==> src/sv/mbp_pkg.sv <==
// shared types and constants of the msb-first bit packer
// no dependencies
`timescale 1ns / 1ps

package mbp_pkg;

   localparam int MaxFieldBits = 64;
   localparam int ValueWidth   = 64;
   localparam int CountWidth   = 7;
   localparam int PendWidth    = 7;
   localparam int StreamWidth  = ValueWidth + 16;
   localparam int LeftWidth    = 4;

   typedef enum logic [1:0] {
      PadNone   = 2'd0,
      PadBefore = 2'd1,
      PadAfter  = 2'd2,
      PadSpare  = 2'd3
   } pad_type;

   // classified command handed from front to back
   typedef struct packed {
      logic [ValueWidth-1:0] value_left;  // value bits left-justified
      logic [CountWidth-1:0] count;       // zero for an ignored item
      logic                  pad_before;
      logic                  pad_after;
      logic                  flush;
   } cmd_type;

   typedef struct packed {
      logic [7:0] out_byte;
      logic       last_in_run;
   } rsp_type;

endpackage

==> src/sv/mbp_front.sv <==
// front end: checks the bit count, normalizes pad mode, left-justifies the value
// depends on mbp_pkg
`timescale 1ns / 1ps

module mbp_front (
   input  logic [mbp_pkg::ValueWidth-1:0] value,
   input  logic [mbp_pkg::CountWidth-1:0] bit_count,
   input  logic [1:0]                     pad_mode,
   input  logic                           flush,
   output mbp_pkg::cmd_type               cmd
);

   logic                           count_ok;
   logic [mbp_pkg::CountWidth-1:0] shift_amt;
   logic [mbp_pkg::ValueWidth-1:0] value_left;

   always_comb begin
      count_ok   = (bit_count != '0) &&
                   (bit_count <= mbp_pkg::CountWidth'(mbp_pkg::MaxFieldBits));
      shift_amt  = mbp_pkg::CountWidth'(mbp_pkg::ValueWidth) - bit_count;
      value_left = value << shift_amt[5:0];
   end

   always_comb begin
      cmd.value_left = count_ok ? value_left : '0;
      cmd.count      = count_ok ? bit_count : '0;
      cmd.pad_before = count_ok && (pad_mode == mbp_pkg::PadBefore);
      cmd.pad_after  = count_ok && (pad_mode == mbp_pkg::PadAfter);
      cmd.flush      = flush;
   end

endmodule

==> src/sv/mbp_cmd_queue.sv <==
// two-entry command queue between front and back
// depends on mbp_pkg
`timescale 1ns / 1ps

module mbp_cmd_queue (
   input  logic             clock,
   input  logic             reset,
   input  logic             enq,
   input  mbp_pkg::cmd_type enq_cmd,
   output logic             full,
   input  logic             deq,
   output logic             deq_valid,
   output mbp_pkg::cmd_type deq_cmd
);

   mbp_pkg::cmd_type slot0_ff, slot0_in;
   mbp_pkg::cmd_type slot1_ff, slot1_in;
   logic [1:0]       cnt_ff, cnt_in;

   always_comb begin
      slot0_in = slot0_ff;
      slot1_in = slot1_ff;
      cnt_in   = cnt_ff;
      case ({enq, deq})
         2'b11: begin
            if (cnt_ff == 2'd1) begin
               slot0_in = enq_cmd;
            end else begin
               slot0_in = slot1_ff;
               slot1_in = enq_cmd;
            end
         end
         2'b10: begin
            if (cnt_ff == 2'd0) begin
               slot0_in = enq_cmd;
            end else begin
               slot1_in = enq_cmd;
            end
            cnt_in = cnt_ff + 2'd1;
         end
         2'b01: begin
            slot0_in = slot1_ff;
            cnt_in   = cnt_ff - 2'd1;
         end
         default: begin
            cnt_in = cnt_ff;
         end
      endcase
   end

   always_ff @(posedge clock) begin
      slot0_ff <= slot0_in;
      slot1_ff <= slot1_in;
      if (reset) begin
         cnt_ff <= '0;
      end else begin
         cnt_ff <= cnt_in;
      end
   end

   assign full      = (cnt_ff == 2'd2);
   assign deq_valid = (cnt_ff != 2'd0);
   assign deq_cmd   = slot0_ff;

endmodule

==> src/sv/mbp_back.sv <==
// back end: merges pending bits with a command, emits one byte a cycle while
// its two-word result buffer has room; depends on mbp_pkg
`timescale 1ns / 1ps

module mbp_back (
   input  logic             clock,
   input  logic             reset,
   input  logic             cmd_valid,
   input  mbp_pkg::cmd_type cmd,
   output logic             cmd_take,
   output logic             rsp_valid,
   output mbp_pkg::rsp_type rsp,
   input  logic             rsp_take
);

   localparam int SW = mbp_pkg::StreamWidth;
   localparam int PW = mbp_pkg::PendWidth;
   localparam int LW = mbp_pkg::LeftWidth;

   logic [SW-1:0] stream_ff, stream_in;
   logic [LW-1:0] left_ff, left_in;
   logic [2:0]    rem_ff, rem_in;
   logic          flushed_ff, flushed_in;

   mbp_pkg::rsp_type ob0_ff, ob0_in, ob1_ff, ob1_in;
   logic [1:0]       ocnt_ff, ocnt_in;

   logic             emit;
   logic             load;
   mbp_pkg::rsp_type emit_word;
   logic [PW-1:0]    pend_bits;
   logic [2:0]       pend_cnt;
   logic [7:0]       sum;
   logic [2:0]       pad_bits;
   logic [3:0]       lead;
   logic [7:0]       total;
   logic [SW-1:0]    new_stream;
   logic             new_flush;

   assign emit = (left_ff != '0) && (ocnt_ff != 2'd2);
   assign load = cmd_valid && ((left_ff == '0) || ((left_ff == LW'(1)) && emit));
   assign cmd_take = load;

   // bits left over once the current command has emitted all its bytes
   always_comb begin
      if (flushed_ff) begin
         pend_bits = '0;
         pend_cnt  = '0;
      end else begin
         pend_bits = (left_ff == '0) ? stream_ff[SW-1 -: PW] : stream_ff[SW-9 -: PW];
         pend_cnt  = rem_ff;
      end
   end

   always_comb begin
      sum      = 8'(pend_cnt) + 8'(cmd.count);
      pad_bits = (cmd.pad_before || cmd.pad_after) ? (3'd0 - sum[2:0]) : 3'd0;
      lead     = 4'(pend_cnt) + (cmd.pad_before ? 4'(pad_bits) : 4'd0);
      total    = sum + 8'(pad_bits);
      new_stream = ({cmd.value_left, 16'd0} >> lead) | {pend_bits, {(SW-PW){1'b0}}};
      new_flush  = cmd.flush && (total[2:0] != 3'd0);
   end

   always_comb begin
      emit_word.out_byte    = stream_ff[SW-1 -: 8];
      emit_word.last_in_run = (left_ff == LW'(1));
   end

   always_comb begin
      stream_in  = stream_ff;
      left_in    = left_ff;
      rem_in     = rem_ff;
      flushed_in = flushed_ff;
      if (emit) begin
         stream_in = stream_ff << 8;
         left_in   = left_ff - LW'(1);
      end
      if (load) begin
         stream_in  = new_stream;
         left_in    = LW'(total[6:3]) + LW'(new_flush);
         rem_in     = total[2:0];
         flushed_in = new_flush;
      end
   end

   // result buffer, head in ob0
   always_comb begin
      ob0_in  = ob0_ff;
      ob1_in  = ob1_ff;
      ocnt_in = ocnt_ff;
      case ({emit, rsp_take})
         2'b11: begin
            if (ocnt_ff == 2'd1) begin
               ob0_in = emit_word;
            end else begin
               ob0_in = ob1_ff;
               ob1_in = emit_word;
            end
         end
         2'b10: begin
            if (ocnt_ff == 2'd0) begin
               ob0_in = emit_word;
            end else begin
               ob1_in = emit_word;
            end
            ocnt_in = ocnt_ff + 2'd1;
         end
         2'b01: begin
            ob0_in  = ob1_ff;
            ocnt_in = ocnt_ff - 2'd1;
         end
         default: begin
            ocnt_in = ocnt_ff;
         end
      endcase
   end

   always_ff @(posedge clock) begin
      ob0_ff <= ob0_in;
      ob1_ff <= ob1_in;
      if (reset) begin
         stream_ff  <= '0;
         left_ff    <= '0;
         rem_ff     <= '0;
         flushed_ff <= 1'b0;
         ocnt_ff    <= '0;
      end else begin
         stream_ff  <= stream_in;
         left_ff    <= left_in;
         rem_ff     <= rem_in;
         flushed_ff <= flushed_in;
         ocnt_ff    <= ocnt_in;
      end
   end

   assign rsp_valid = (ocnt_ff != 2'd0);
   assign rsp       = ob0_ff;

endmodule

==> src/sv/msb_first_bit_packer.sv <==
// msb-first bit packer: appends 1..64-bit values to a byte stream and
// emits each completed byte; top level over front, command queue, back
// depends on mbp_pkg, mbp_front, mbp_cmd_queue, mbp_back
//
// input channel: a word is taken on a rising edge with push high and full
// low. it carries value, bit_count, pad_mode and flush. a bit count of zero
// or above 64 appends nothing, but its flush still acts.
// result channel: while empty is low the oldest byte sits on rsp_out_byte,
// with rsp_last_in_run marking the last byte produced by one input word;
// it is taken on a rising edge with pop high and empty low.
// a taken word goes through the command queue, the stream register and the
// result buffer before its first byte shows. throughput: the back end emits
// one byte per cycle while the result buffer has room (up to nine per word,
// a full 64-bit field takes eight); a word that emits nothing still loads on
// its own; the next word loads in the cycle of the previous word's last byte.
// the single byte-wide emit path sets this rate. a two-entry command queue
// and a two-entry result buffer let the sides stall independently; with pop
// held low the buffer fills and the back end waits, then the queue fills and
// full rises. reset clears the pending bits and both queues; empty is high
// and full low from the cycle after reset.
`timescale 1ns / 1ps

module msb_first_bit_packer (
   input  logic                           clock,
   input  logic                           reset,
   input  logic                           push,
   output logic                           full,
   input  logic [mbp_pkg::ValueWidth-1:0] req_value,
   input  logic [mbp_pkg::CountWidth-1:0] req_bit_count,
   input  logic [1:0]                     req_pad_mode,
   input  logic                           req_flush,
   output logic                           empty,
   input  logic                           pop,
   output logic [7:0]                     rsp_out_byte,
   output logic                           rsp_last_in_run
);

   mbp_pkg::cmd_type front_cmd;
   mbp_pkg::cmd_type queue_cmd;
   mbp_pkg::rsp_type back_rsp;
   logic             queue_valid;
   logic             queue_take;
   logic             rsp_valid;
   logic             enq;

   assign enq = push && !full;

   mbp_front u_front (
      .value     (req_value),
      .bit_count (req_bit_count),
      .pad_mode  (req_pad_mode),
      .flush     (req_flush),
      .cmd       (front_cmd)
   );

   mbp_cmd_queue u_queue (
      .clock     (clock),
      .reset     (reset),
      .enq       (enq),
      .enq_cmd   (front_cmd),
      .full      (full),
      .deq       (queue_take),
      .deq_valid (queue_valid),
      .deq_cmd   (queue_cmd)
   );

   mbp_back u_back (
      .clock     (clock),
      .reset     (reset),
      .cmd_valid (queue_valid),
      .cmd       (queue_cmd),
      .cmd_take  (queue_take),
      .rsp_valid (rsp_valid),
      .rsp       (back_rsp),
      .rsp_take  (pop && rsp_valid)
   );

   assign empty           = !rsp_valid;
   assign rsp_out_byte    = back_rsp.out_byte;
   assign rsp_last_in_run = back_rsp.last_in_run;

endmodule

==> config.mk <==
export PLATFORM = sky130hd
export DESIGN_NAME = msb_first_bit_packer
export DESIGN_NICKNAME = d
export VERILOG_FILES = /design/src/sv/mbp_pkg.sv /design/src/sv/mbp_front.sv /design/src/sv/mbp_cmd_queue.sv /design/src/sv/mbp_back.sv /design/src/sv/msb_first_bit_packer.sv
export SDC_FILE = /design/constraint.sdc
export NUM_CORES = 1
export LEC_CHECK = 0
export BUFFER_PORTS_ARGS = -buffer_cell sky130_fd_sc_hd__buf_2
export CAP_MARGIN = 20
export CORE_MARGIN = 8
export CORE_UTILIZATION = 30
export DETAILED_ROUTE_END_ITERATION = 8
export PLACE_DENSITY_LB_ADDON = 0.3
export SETUP_SLACK_MARGIN = 0.5
export SLEW_MARGIN = 10
export SYNTH_ARGS = -nofsm -noshare
export SYNTH_HDL_FRONTEND = slang
export SYNTH_SLANG_ARGS = --single-unit
==> constraint.sdc <==
create_clock -name clock -period 11.9 [get_ports clock]
set_input_delay 1.19 -clock clock [delete_from_list [all_inputs] [get_ports clock]]
set_output_delay 1.19 -clock clock [all_outputs]
set_load 0.1 [all_outputs]
==> results of run 1 <==
==> state kept, by name (all words and copies together), names as in the netlist <==
register           cells
u_back.stream_ff      79
u_back.flushed_ff      1
u_queue.deq_cmd       74
u_back.ocnt_ff         2
u_back.rem_ff          3
u_back.left_ff         4
u_queue.slot1_ff      74
u_queue.cnt_ff         2
u_back.rsp             9
u_back.ob1_ff          9
==> final timing paths <==
path | endpoint | slack [ns] | depth (start not counted)
worst min register to register | u_back.rem_ff[2] | 0.45 | 2
worst max-delay path | u_back.stream_ff[35] | 7.00 | 13
worst max register to register | u_back.stream_ff[35] | 7.00 | 13
worst min-delay path | u_back.rem_ff[2] | 0.45 | 2
==> power by group <==
group	total [uW]	leakage [uW]	internal (uW)	switching, uW
clock	975	0.000492	588	387
combinational	4250	0.00487	1740	2510
sequential	1840	0.00237	1530	308
total	7060	0.00773	3860	3200
==> cells in the final DEF, fill, tap and decap left out, drive strengths merged, types with 12 or more instances in the layout <==
cell,n
xnor2,12
a21o,19
a221oi,48
mux2i,105
nand2,286
a32oi,16
nor3,31
a22oi,17
ha,24
nor2,218
nand3,52
inv,37
a211oi,30
edfxtp,166
o211ai,16
o22ai,25
dfxtp,91
a311oi,64
a21oi,106
buf,121
mux2,22
o21ai,111
xor2,15
clkbuf,38
mux4,174
==> layout make-up <==
class                   count  area (um^2)  area share
flip-flops and latches    257         6810       0.304
well taps                 873         1090      0.0488
clock buffers              38          812      0.0363
repair buffers            121          711      0.0318
multi-input cells        1554        12600       0.563
clock inverters            18          215     0.00962
inverters                  37          139     0.00621
==> tightest hold or removal path: stages, from the launching register on <==
cell     delay (ns)
dfxtp_1        0.31
nand2_1        0.05
a21oi_1        0.05
==> per-stage QoR <==
step	instance area, um^2	utilization	setup slack [ns]	power [uW]
6_report	22400	0.334	7.00	7060
5_1_grt	22400	0.334	6.59	7510
4_1_cts	22300	0.333	7.02	7070
3_5_place_dp	21300	0.318	6.79	6090
3_3_place_gp	21300	0.318	6.37	6020
2_1_floorplan	20200	-	5.34	5000
==> layer usage <==
layer | up-vias | global-route usage | part of all wire
met5 | - | 0 | 0
met4 | 0 | 0.0516 | 0.032
met3 | 106 | 0.0176 | 0.057
met2 | 691 | 0.286 | 0.46
met1 | 8686 | 0.252 | 0.45
li1 | 7865 | - | -
==> logic make-up (layout without fill, tap and decap cells) <==
logic type	Yosys count	after routing	synth area share
flops	257	257	0.336
xor+xnor	27	27	0.0132
fa+ha+maj	24	24	0.0148
mux	301	301	0.258
compound gates	541	541	0.189
buf+inv	223	214	0.0493
simple gates	661	661	0.140
==> reports/qor.yml, run 1 <==
worst_setup_path:
  worst_ep_arrival_time_ns: 5.28
  critPathSlowestCell: "dfxtp_1"
  crit_type: "reg -> reg"
  cp-start-kind: "flop"
  critPathTopFamily: "buffers and inverters"
  worstSetupEndpointType: "flop"
  reg2reg_from: "u_back.flushed_ff"
  crit_required_ns: 12.28
  timing.critical_path.slowest_cell_delay_ns: 0.70
  timing.critical_path.from: "u_back.flushed_ff"
  worst_path_most_repeated_cell: "ha_1"
  buf_inv_stages_crit_path: 2
  ordered_cell_list_for_the_critical_path: "nor2b_1 -> ha_1 -> ha_1 -> o21a_1 -> o21ai_0 -> and3_1 -> ha_1 -> xor2_4 -> buf_4 -> buf_4 -> mux4_2 -> nor2_1 -> a311oi_1"
  crit_path_max_fanout: 37
floorplan:
  die-area_um2: 76100
  i_o_pin_count: 89
  die_height_um: 276
  die-width_um: 276
  initial_utilization: 0.302
  coreArea_um2: 67000
  placement_rows: 95
timing:
  slew-limit-headroom: 0.240
  final.setup.tns_ns: 0
  final_period_minus_worst_setup_slack_ns: 4.90
  grt_setup_unrepaired: "no"
  setup_viol_count_final: 0
  final.hold.worst_slack_ns: 0.453
  worst_clk_skew_ns: 0.0142
  finalCritPeriodShare: 0.412
  final_hold_viol_count: 0
  final_max_slew_viol_count: 0
  max_slew.worst_pin.slew_ns: 1.14
  achievable-frequency_mhz: 204
yosys:
  syn_area_per_cell_um2: 9.95
  postSynthCellCount: 2034
  async_flop_share: 0
  ys_top_cells_by_count: "nand2_1 (285), nor2_1 (217), mux4_2 (174)"
  synth_seq_area_share: 0.336
  area_share_of_the_largest_cell_type_after_synthesis: 0.246
  synth.yosys.warnings: 0
  post_synth_num_cell_types: 86
  leading_register_cell_type_out_of_synthesis: "edfxtp_1"
  yosys.cell_count.top_type: "nand2_1"
  synth_area_leaders: "edfxtp_1 (25%), mux4_2 (19%), dfxtp_1 (9.0%)"
  synth.cell_area_um2: 20200
  synth_largest_area_cell: "edfxtp_1"
  synth_fp_nets: 2136
  number_of_synthesized_flops_with_an_enable_pin: 166
  synth-seq-cells: 257
clock_tree:
  root_buffer: "clkbuf_16"
  cts.repair.resized: 0
  cts.htree.levels: 1
  numCtsBuffers: 30
  clk_latency_ns: 0.57
  post-cts-setup-buffer-count: 0
  clkSinkCount: 257
  worst_setup_hold_path_clk_slew_ns: 0.06
  cts_tree: "done"
  cts.path.max_buffers: 3
  cts_hold_buffers: 0
detailed_routing:
  final_wirelength_mm: 69.5
  final_antenna_net_count: 0
  wl_per_cell_um: 24.0
  drt_pass1_iterations: 6
  vias: 17300
  drt-initial-drc-count: 1763
  vias_per_cell: 5.99
  post-route-drc-count: 0
place:
  numPlacedInstances: 2841
  hpwlAfterDp_mm: 49.7
  gp_congestion: 0.908
  io_buffer_count: 88
layout:
  area_growth_syn_to_layout_pct: 10.5
  fillerInstances: 6830
  num-nets-final: 2103
  antenna_cells: 0
  final_cells: 2898
  final_layout_size_suffix_gt1_frac: 0.203
global_route:
  remaining_overflow_grt: 0
  antenna_found_initial: 1
  grt_pass1_vias: 17000
  grt_start_max_net_pins: 112
  grt_first_pass_wirelength_mm: 107
  grt.total_usage: 0.178
power:
  power.leakage_uw: 0.00773
  ir_drop_uv: 213
  power-per-cell-area_nw_per_um2: 316
outcome:
  run_status: "complete, no violations"
worst_hold_path:
  min-delay-path-class: "reg -> reg"
  holdCritStartpoint: "u_back.rem_ff[2]"
run:
  cap_viol_max_count: 0
(Power assumes the default switching activity.)
==> run 2: changes to the inputs <==
clock period = 4.3 ns   (was 11.9 ns; I/O delays follow)
==> run 2 against run 1 <==
Net effect:
- sequential share of layout area down 0.93 points
- non-clock buffer count rose by 72
- sequential power increased to 2.7 times the previous value
- routed wire length up 0.39%
- cell count grew 2.5%
- clock power rose to 2.7 times the previous value
- global-route usage is 0.13 points lower
- largest power group unchanged
- via count up 2.0%
- utilization increased by 1.1 points
- hold slack got worse by 0.41 ns
- combinational power grew to 3.0 times the previous value
- largest cell class unchanged
- die area unchanged
==> reports/qor.yml, run 2 (synthesized netlist as in run 1, its figures left out) <==
power:
  ir_drop_uv: 472
  report.power.total_uw: 20200
  power.leakage_uw: 0.00813
  power-per-cell-area_nw_per_um2: 878
floorplan:
  placement_rows: 95
  i_o_pin_count: 89
  die-area_um2: 76100
  die-width_um: 276
  initial_utilization: 0.302
  coreArea_um2: 67000
  die_height_um: 276
place:
  io_buffer_count: 88
  place_area_um2: 22000
  numPlacedInstances: 2911
  hpwlAfterDp_mm: 51.6
  gp_congestion: 0.956
detailed_routing:
  wl_per_cell_um: 23.5
  drt-initial-drc-count: 1935
  final_wirelength_mm: 69.8
  drt_pass1_iterations: 7
  final_antenna_net_count: 0
  post-route-drc-count: 0
  vias_per_cell: 5.96
  vias: 17700
worst_setup_path:
  worstSetupEndpointType: "flop"
  rrSetupSlack_ns: 0.63
  critPathTopFamily: "adder cells"
  worst_ep_arrival_time_ns: 4.08
  crit_required_ns: 4.71
  worst-path-stages: 14
  worst_path_most_repeated_cell: "nor2_1"
  cp-start-kind: "flop"
  buf_inv_stages_crit_path: 3
  ordered_cell_list_for_the_critical_path: "buf_4 -> nor2b_1 -> ha_1 -> o21a_1 -> nor2_1 -> o21ai_0 -> and3_1 -> ha_2 -> xor2_4 -> buf_12 -> buf_6 -> mux4_2 -> nor2_1 -> a311oi_1"
  critPathSlowestCell: "mux4_2"
  timing.rr.end: "u_back.stream_ff[18]"
  timing.critical_path.slowest_cell_delay_ns: 0.56
  rr_worst_depth: 14
  crit_path_max_fanout: 31
  crit_type: "reg -> reg"
  reg2reg_from: "u_back.flushed_ff"
layout:
  mostFrequentLayoutCells: "nand2_1 (284), nor2_1 (216), mux4_2 (174)"
  top_reg_by_flops: "u_back.stream_ff"
  final_cells: 2970
  flip_flop_count_of_the_largest_register_after_layout: 79
  final_cell_area_um2: 23100
  antenna_cells: 0
  num-nets-final: 2175
  final_common_cell: "nand2_1"
  area_growth_syn_to_layout_pct: 13.9
  fillerInstances: 6794
  final_layout_size_suffix_gt1_frac: 0.234
timing:
  final_hold_viol_count: 0
  slew-limit-headroom: 0.292
  final_period_minus_worst_setup_slack_ns: 3.67
  achievable-frequency_mhz: 273
  finalCritPeriodShare: 0.853
  setup_viol_count_final: 0
  final.setup.tns_ns: 0
  max_slew.worst_pin.slew_ns: 1.06
  grt_setup_unrepaired: "yes"
  final_max_slew_viol_count: 0
  worst_clk_skew_ns: 0.0172
global_route:
  remaining_overflow_grt: 0
  groute.layer.met1.usage: 0.247
  use_met3: 0.0249
  antenna_found_initial: 0
  grt_first_pass_wirelength_mm: 107
  grt_start_max_net_pins: 90
  grt.total_usage: 0.177
  grt_pass1_vias: 17100
  top_usage_layer: "met2"
  met2_usage: 0.281
clock_tree:
  clk_latency_ns: 0.58
  clkSinkCount: 257
  cts.htree.levels: 1
  numCtsBuffers: 30
  cts.path.max_buffers: 3
  worst_setup_hold_path_clk_slew_ns: 0.06
  root_buffer: "clkbuf_16"
  cts_tree: "done"
outcome:
  run_status: "complete, no violations"
run:
  cap_viol_max_count: 0
worst_hold_path:
  timing.hold.worst_endpoint: "u_back.left_ff[1]"
  min-delay-path-class: "in -> reg"
  worstHoldPathCells: 2
  holdCritStartpoint: "reset"
[run 2: cell types whose count changed in the layout (fill, tap and decap cells not counted), moves of 2 or more]
cell and change:
buf_4 +57, buf_12 +13, clkbuf_1 -5, clkinv_2 +3, buf_6 +2, clkinv_4 +2, ha_1 -2
[run 2: per-layer routing]
metal / share of wire / up-vias
li1: - / 8000
met5: 0 / -
met2: 0.46 / 796
met1: 0.44 / 8771
met3: 0.073 / 136
met4: 0.035 / 0
[run 2: final cells by class]
cell class,count,area [um^2],area share
Clock buffer,33,793,0.0344
Clock inverter,23,221,0.00960
Inverter,37,139,0.00602
Multi-Input combinational cell,1554,12600,0.546
Sequential cell,257,6810,0.295
Tap cell,873,1090,0.0474
Timing Repair Buffer,193,1420,0.0615
[run 2: stage by stage]
stage | hold slack (ns) | utilization | setup slack, ns
finish | 0.0398 | 0.344 | 0.633
global route | 0.0167 | 0.344 | 0.494
CTS | 0.0189 | 0.343 | 0.562
detailed placement | 0.439 | 0.328 | 0.593
global placement | 0.436 | 0.328 | 0.629
floorplan | 0.427 | - | 0.530
[run 2: report_power, final]
part / total (uW) / switching (uW) / internal, uW
Combinational: 12600 / 7300 / 5250
Clock: 2640 / 1080 / 1560
Sequential: 5050 / 829 / 4220
Total: 20200 / 9220 / 11000
[run 2: worst max path at each step]
stage	start	to	slack (ns)
after floorplan	u_back.left_ff[1]	u_queue.slot1_ff[0]	0.53
after global placement	req_bit_count[0]	u_queue.deq_cmd[57]	0.63
after detailed placement	u_back.flushed_ff	u_back.stream_ff[19]	0.59
after CTS	u_back.flushed_ff	u_back.stream_ff[19]	0.56
after global routing	u_back.flushed_ff	u_back.stream_ff[16]	0.49
final	u_back.flushed_ff	u_back.stream_ff[18]	0.63
[run 2: repair_timing]
item,4_1_cts,5_1_grt
hold buffers,0,0
setup endpoints to repair,0,54
setup buffers,0,1
resized for setup,0,4
==> run 3: changes to the inputs <==
CORE_UTILIZATION = 50   (was 30)
==> run 3 against run 2 <==
Net effect:
- die area down 38%
- worst setup slack better by 0.084 ns
- clock-buffer cell count down 3
- clock power about the same
- total power down 0.48%
- hold slack better by 0.060 ns
- sequential cell count unchanged
- routed wire length down 5.1%
- cell area down 1.9%
- sequential power up 0.8%
- largest cell class unchanged
- largest power group unchanged
- highest routed layer unchanged
==> reports/qor.yml, run 3 (synthesized netlist as in run 1, its figures left out) <==
floorplan:
  placement_rows: 73
  die_height_um: 217
  die-area_um2: 47200
  initial_utilization: 0.508
  coreArea_um2: 39800
  die-width_um: 217
  i_o_pin_count: 89
timing:
  final_period_minus_worst_setup_slack_ns: 3.58
  achievable-frequency_mhz: 279
  finalCritPeriodShare: 0.833
  worst_clk_skew_ns: 0.0116
  max_slew.worst_pin.slew_ns: 1.12
  final_max_slew_viol_count: 0
  final_hold_viol_count: 0
  final.setup.tns_ns: 0
  slew-limit-headroom: 0.251
  setup_viol_count_final: 0
  grt_setup_unrepaired: "no"
detailed_routing:
  final_wirelength_mm: 66.2
  vias: 17800
  post-route-drc-count: 0
  drt-initial-drc-count: 2018
  drt_pass1_iterations: 5
  final_antenna_net_count: 0
  vias_per_cell: 6.81
  wl_per_cell_um: 25.4
layout:
  mostFrequentLayoutCells: "nand2_1 (284), nor2_1 (216), mux4_2 (174)"
  fillerInstances: 3418
  num-nets-final: 2169
  area_growth_syn_to_layout_pct: 11.8
  top_reg_by_flops: "u_back.stream_ff"
  final_layout_size_suffix_gt1_frac: 0.233
  final_common_cell: "nand2_1"
  antenna_cells: 0
  flip_flop_count_of_the_largest_register_after_layout: 79
  utilization: 0.568
  final_cells: 2611
worst_setup_path:
  crit_required_ns: 4.74
  crit_type: "reg -> reg"
  worst_ep_arrival_time_ns: 4.03
  critPathTopFamily: "multiplexers"
  buf_inv_stages_crit_path: 1
  timing.critical_path.slowest_cell_delay_ns: 0.50
  worstSetupEndpointType: "flop"
  crit_path_max_fanout: 14
  critPathSlowestCell: "mux2i_1"
  cp-start-kind: "flop"
  ordered_cell_list_for_the_critical_path: "nor2b_2 -> ha_1 -> ha_1 -> xor2_2 -> nand2_1 -> xnor2_1 -> ha_4 -> buf_4 -> mux2i_1 -> mux2i_1 -> mux4_2 -> nor2_1 -> a311oi_1"
clock_tree:
  root_buffer: "clkbuf_16"
  worst_setup_hold_path_clk_slew_ns: 0.07
  numCtsBuffers: 27
  cts.htree.levels: 1
  cts_hold_buffers: 0
  cts.path.max_buffers: 3
  clkSinkCount: 257
  clk_latency_ns: 0.54
  cts_tree: "done"
place:
  gp_congestion: 1.01
  io_buffer_count: 88
  numPlacedInstances: 2558
  hpwlAfterDp_mm: 49.0
outcome:
  run_status: "complete, no violations"
global_route:
  remaining_overflow_grt: 0
  grt.total_usage: 0.271
  antenna_found_initial: 0
  grt_pass1_vias: 17300
  grt_first_pass_wirelength_mm: 102
  grt_start_max_net_pins: 124
run:
  cap_viol_max_count: 0
power:
  ir_drop_uv: 617
  power-per-cell-area_nw_per_um2: 890
  power.leakage_uw: 0.00810
worst_hold_path:
  min-delay-path-class: "in -> reg"
-- run 3: cell types whose count changed in the layout (fill, tap and decap cells not counted), sizes merged --
cell | before | now
inv | 37 | 38
clkinvlp | 3 | 5
clkbuf | 34 | 32
clkinv | 16 | 4
buf | 192 | 188
bufinv | 4 | 8
-- run 3: metrics by stage --
stage | cell area, um^2 | worst slack [ns] | total power, uW | hold WS [ns]
after floorplan | 20300 | 0.530 | 13800 | 0.427
after global placement | 21500 | 0.374 | 16800 | 0.435
after detailed placement | 21500 | 0.246 | 17100 | 0.445
after CTS | 22500 | 0.515 | 19800 | 0.0804
after global routing | 22600 | 0.539 | 21300 | 0.0922
final | 22600 | 0.717 | 20200 | 0.0996
-- run 3: worst paths after layout --
check,slack (ns),cells past startpoint,start,to
setup / recovery,0.72,13,u_back.flushed_ff,u_back.stream_ff[17]
hold / removal,0.1,1,req_flush,u_queue.slot1_ff[0]
setup reg to reg,0.72,13,u_back.flushed_ff,u_back.stream_ff[17]
hold reg to reg,0.46,2,u_back.rem_ff[2],u_back.rem_ff[2]
-- run 3: final cells by class --
cell class	instances	area (um^2)	share of cell area
Multi-Input combinational cell	1554	12600	0.558
Sequential cell	257	6810	0.301
Timing Repair Buffer	190	1420	0.0626
Clock buffer	30	687	0.0303
Tap cell	525	657	0.0290
Clock inverter	18	307	0.0135
Inverter	37	139	0.00613
-- run 3: power by group --
group	switching [uW]	total (uW)	internal (uW)
logic	7140	12400	5270
registers	881	5090	4210
clock network	1010	2650	1630
total	9030	20200	11100
-- run 3: metal layers --
metal	GRT usage	vias to the layer above	part of all wire
met5	0	-	0
met4	0.158	0	0.066
met3	0.0413	188	0.072
met2	0.442	906	0.47
met1	0.341	8712	0.39
li1	-	7978	-
-- run 3: what timing repair did --
item	CTS	global route
gates resized for setup	6	9
gates cloned	0	1
setup endpoints to repair	67	57
setup buffers	0	3
pin swaps	0	2
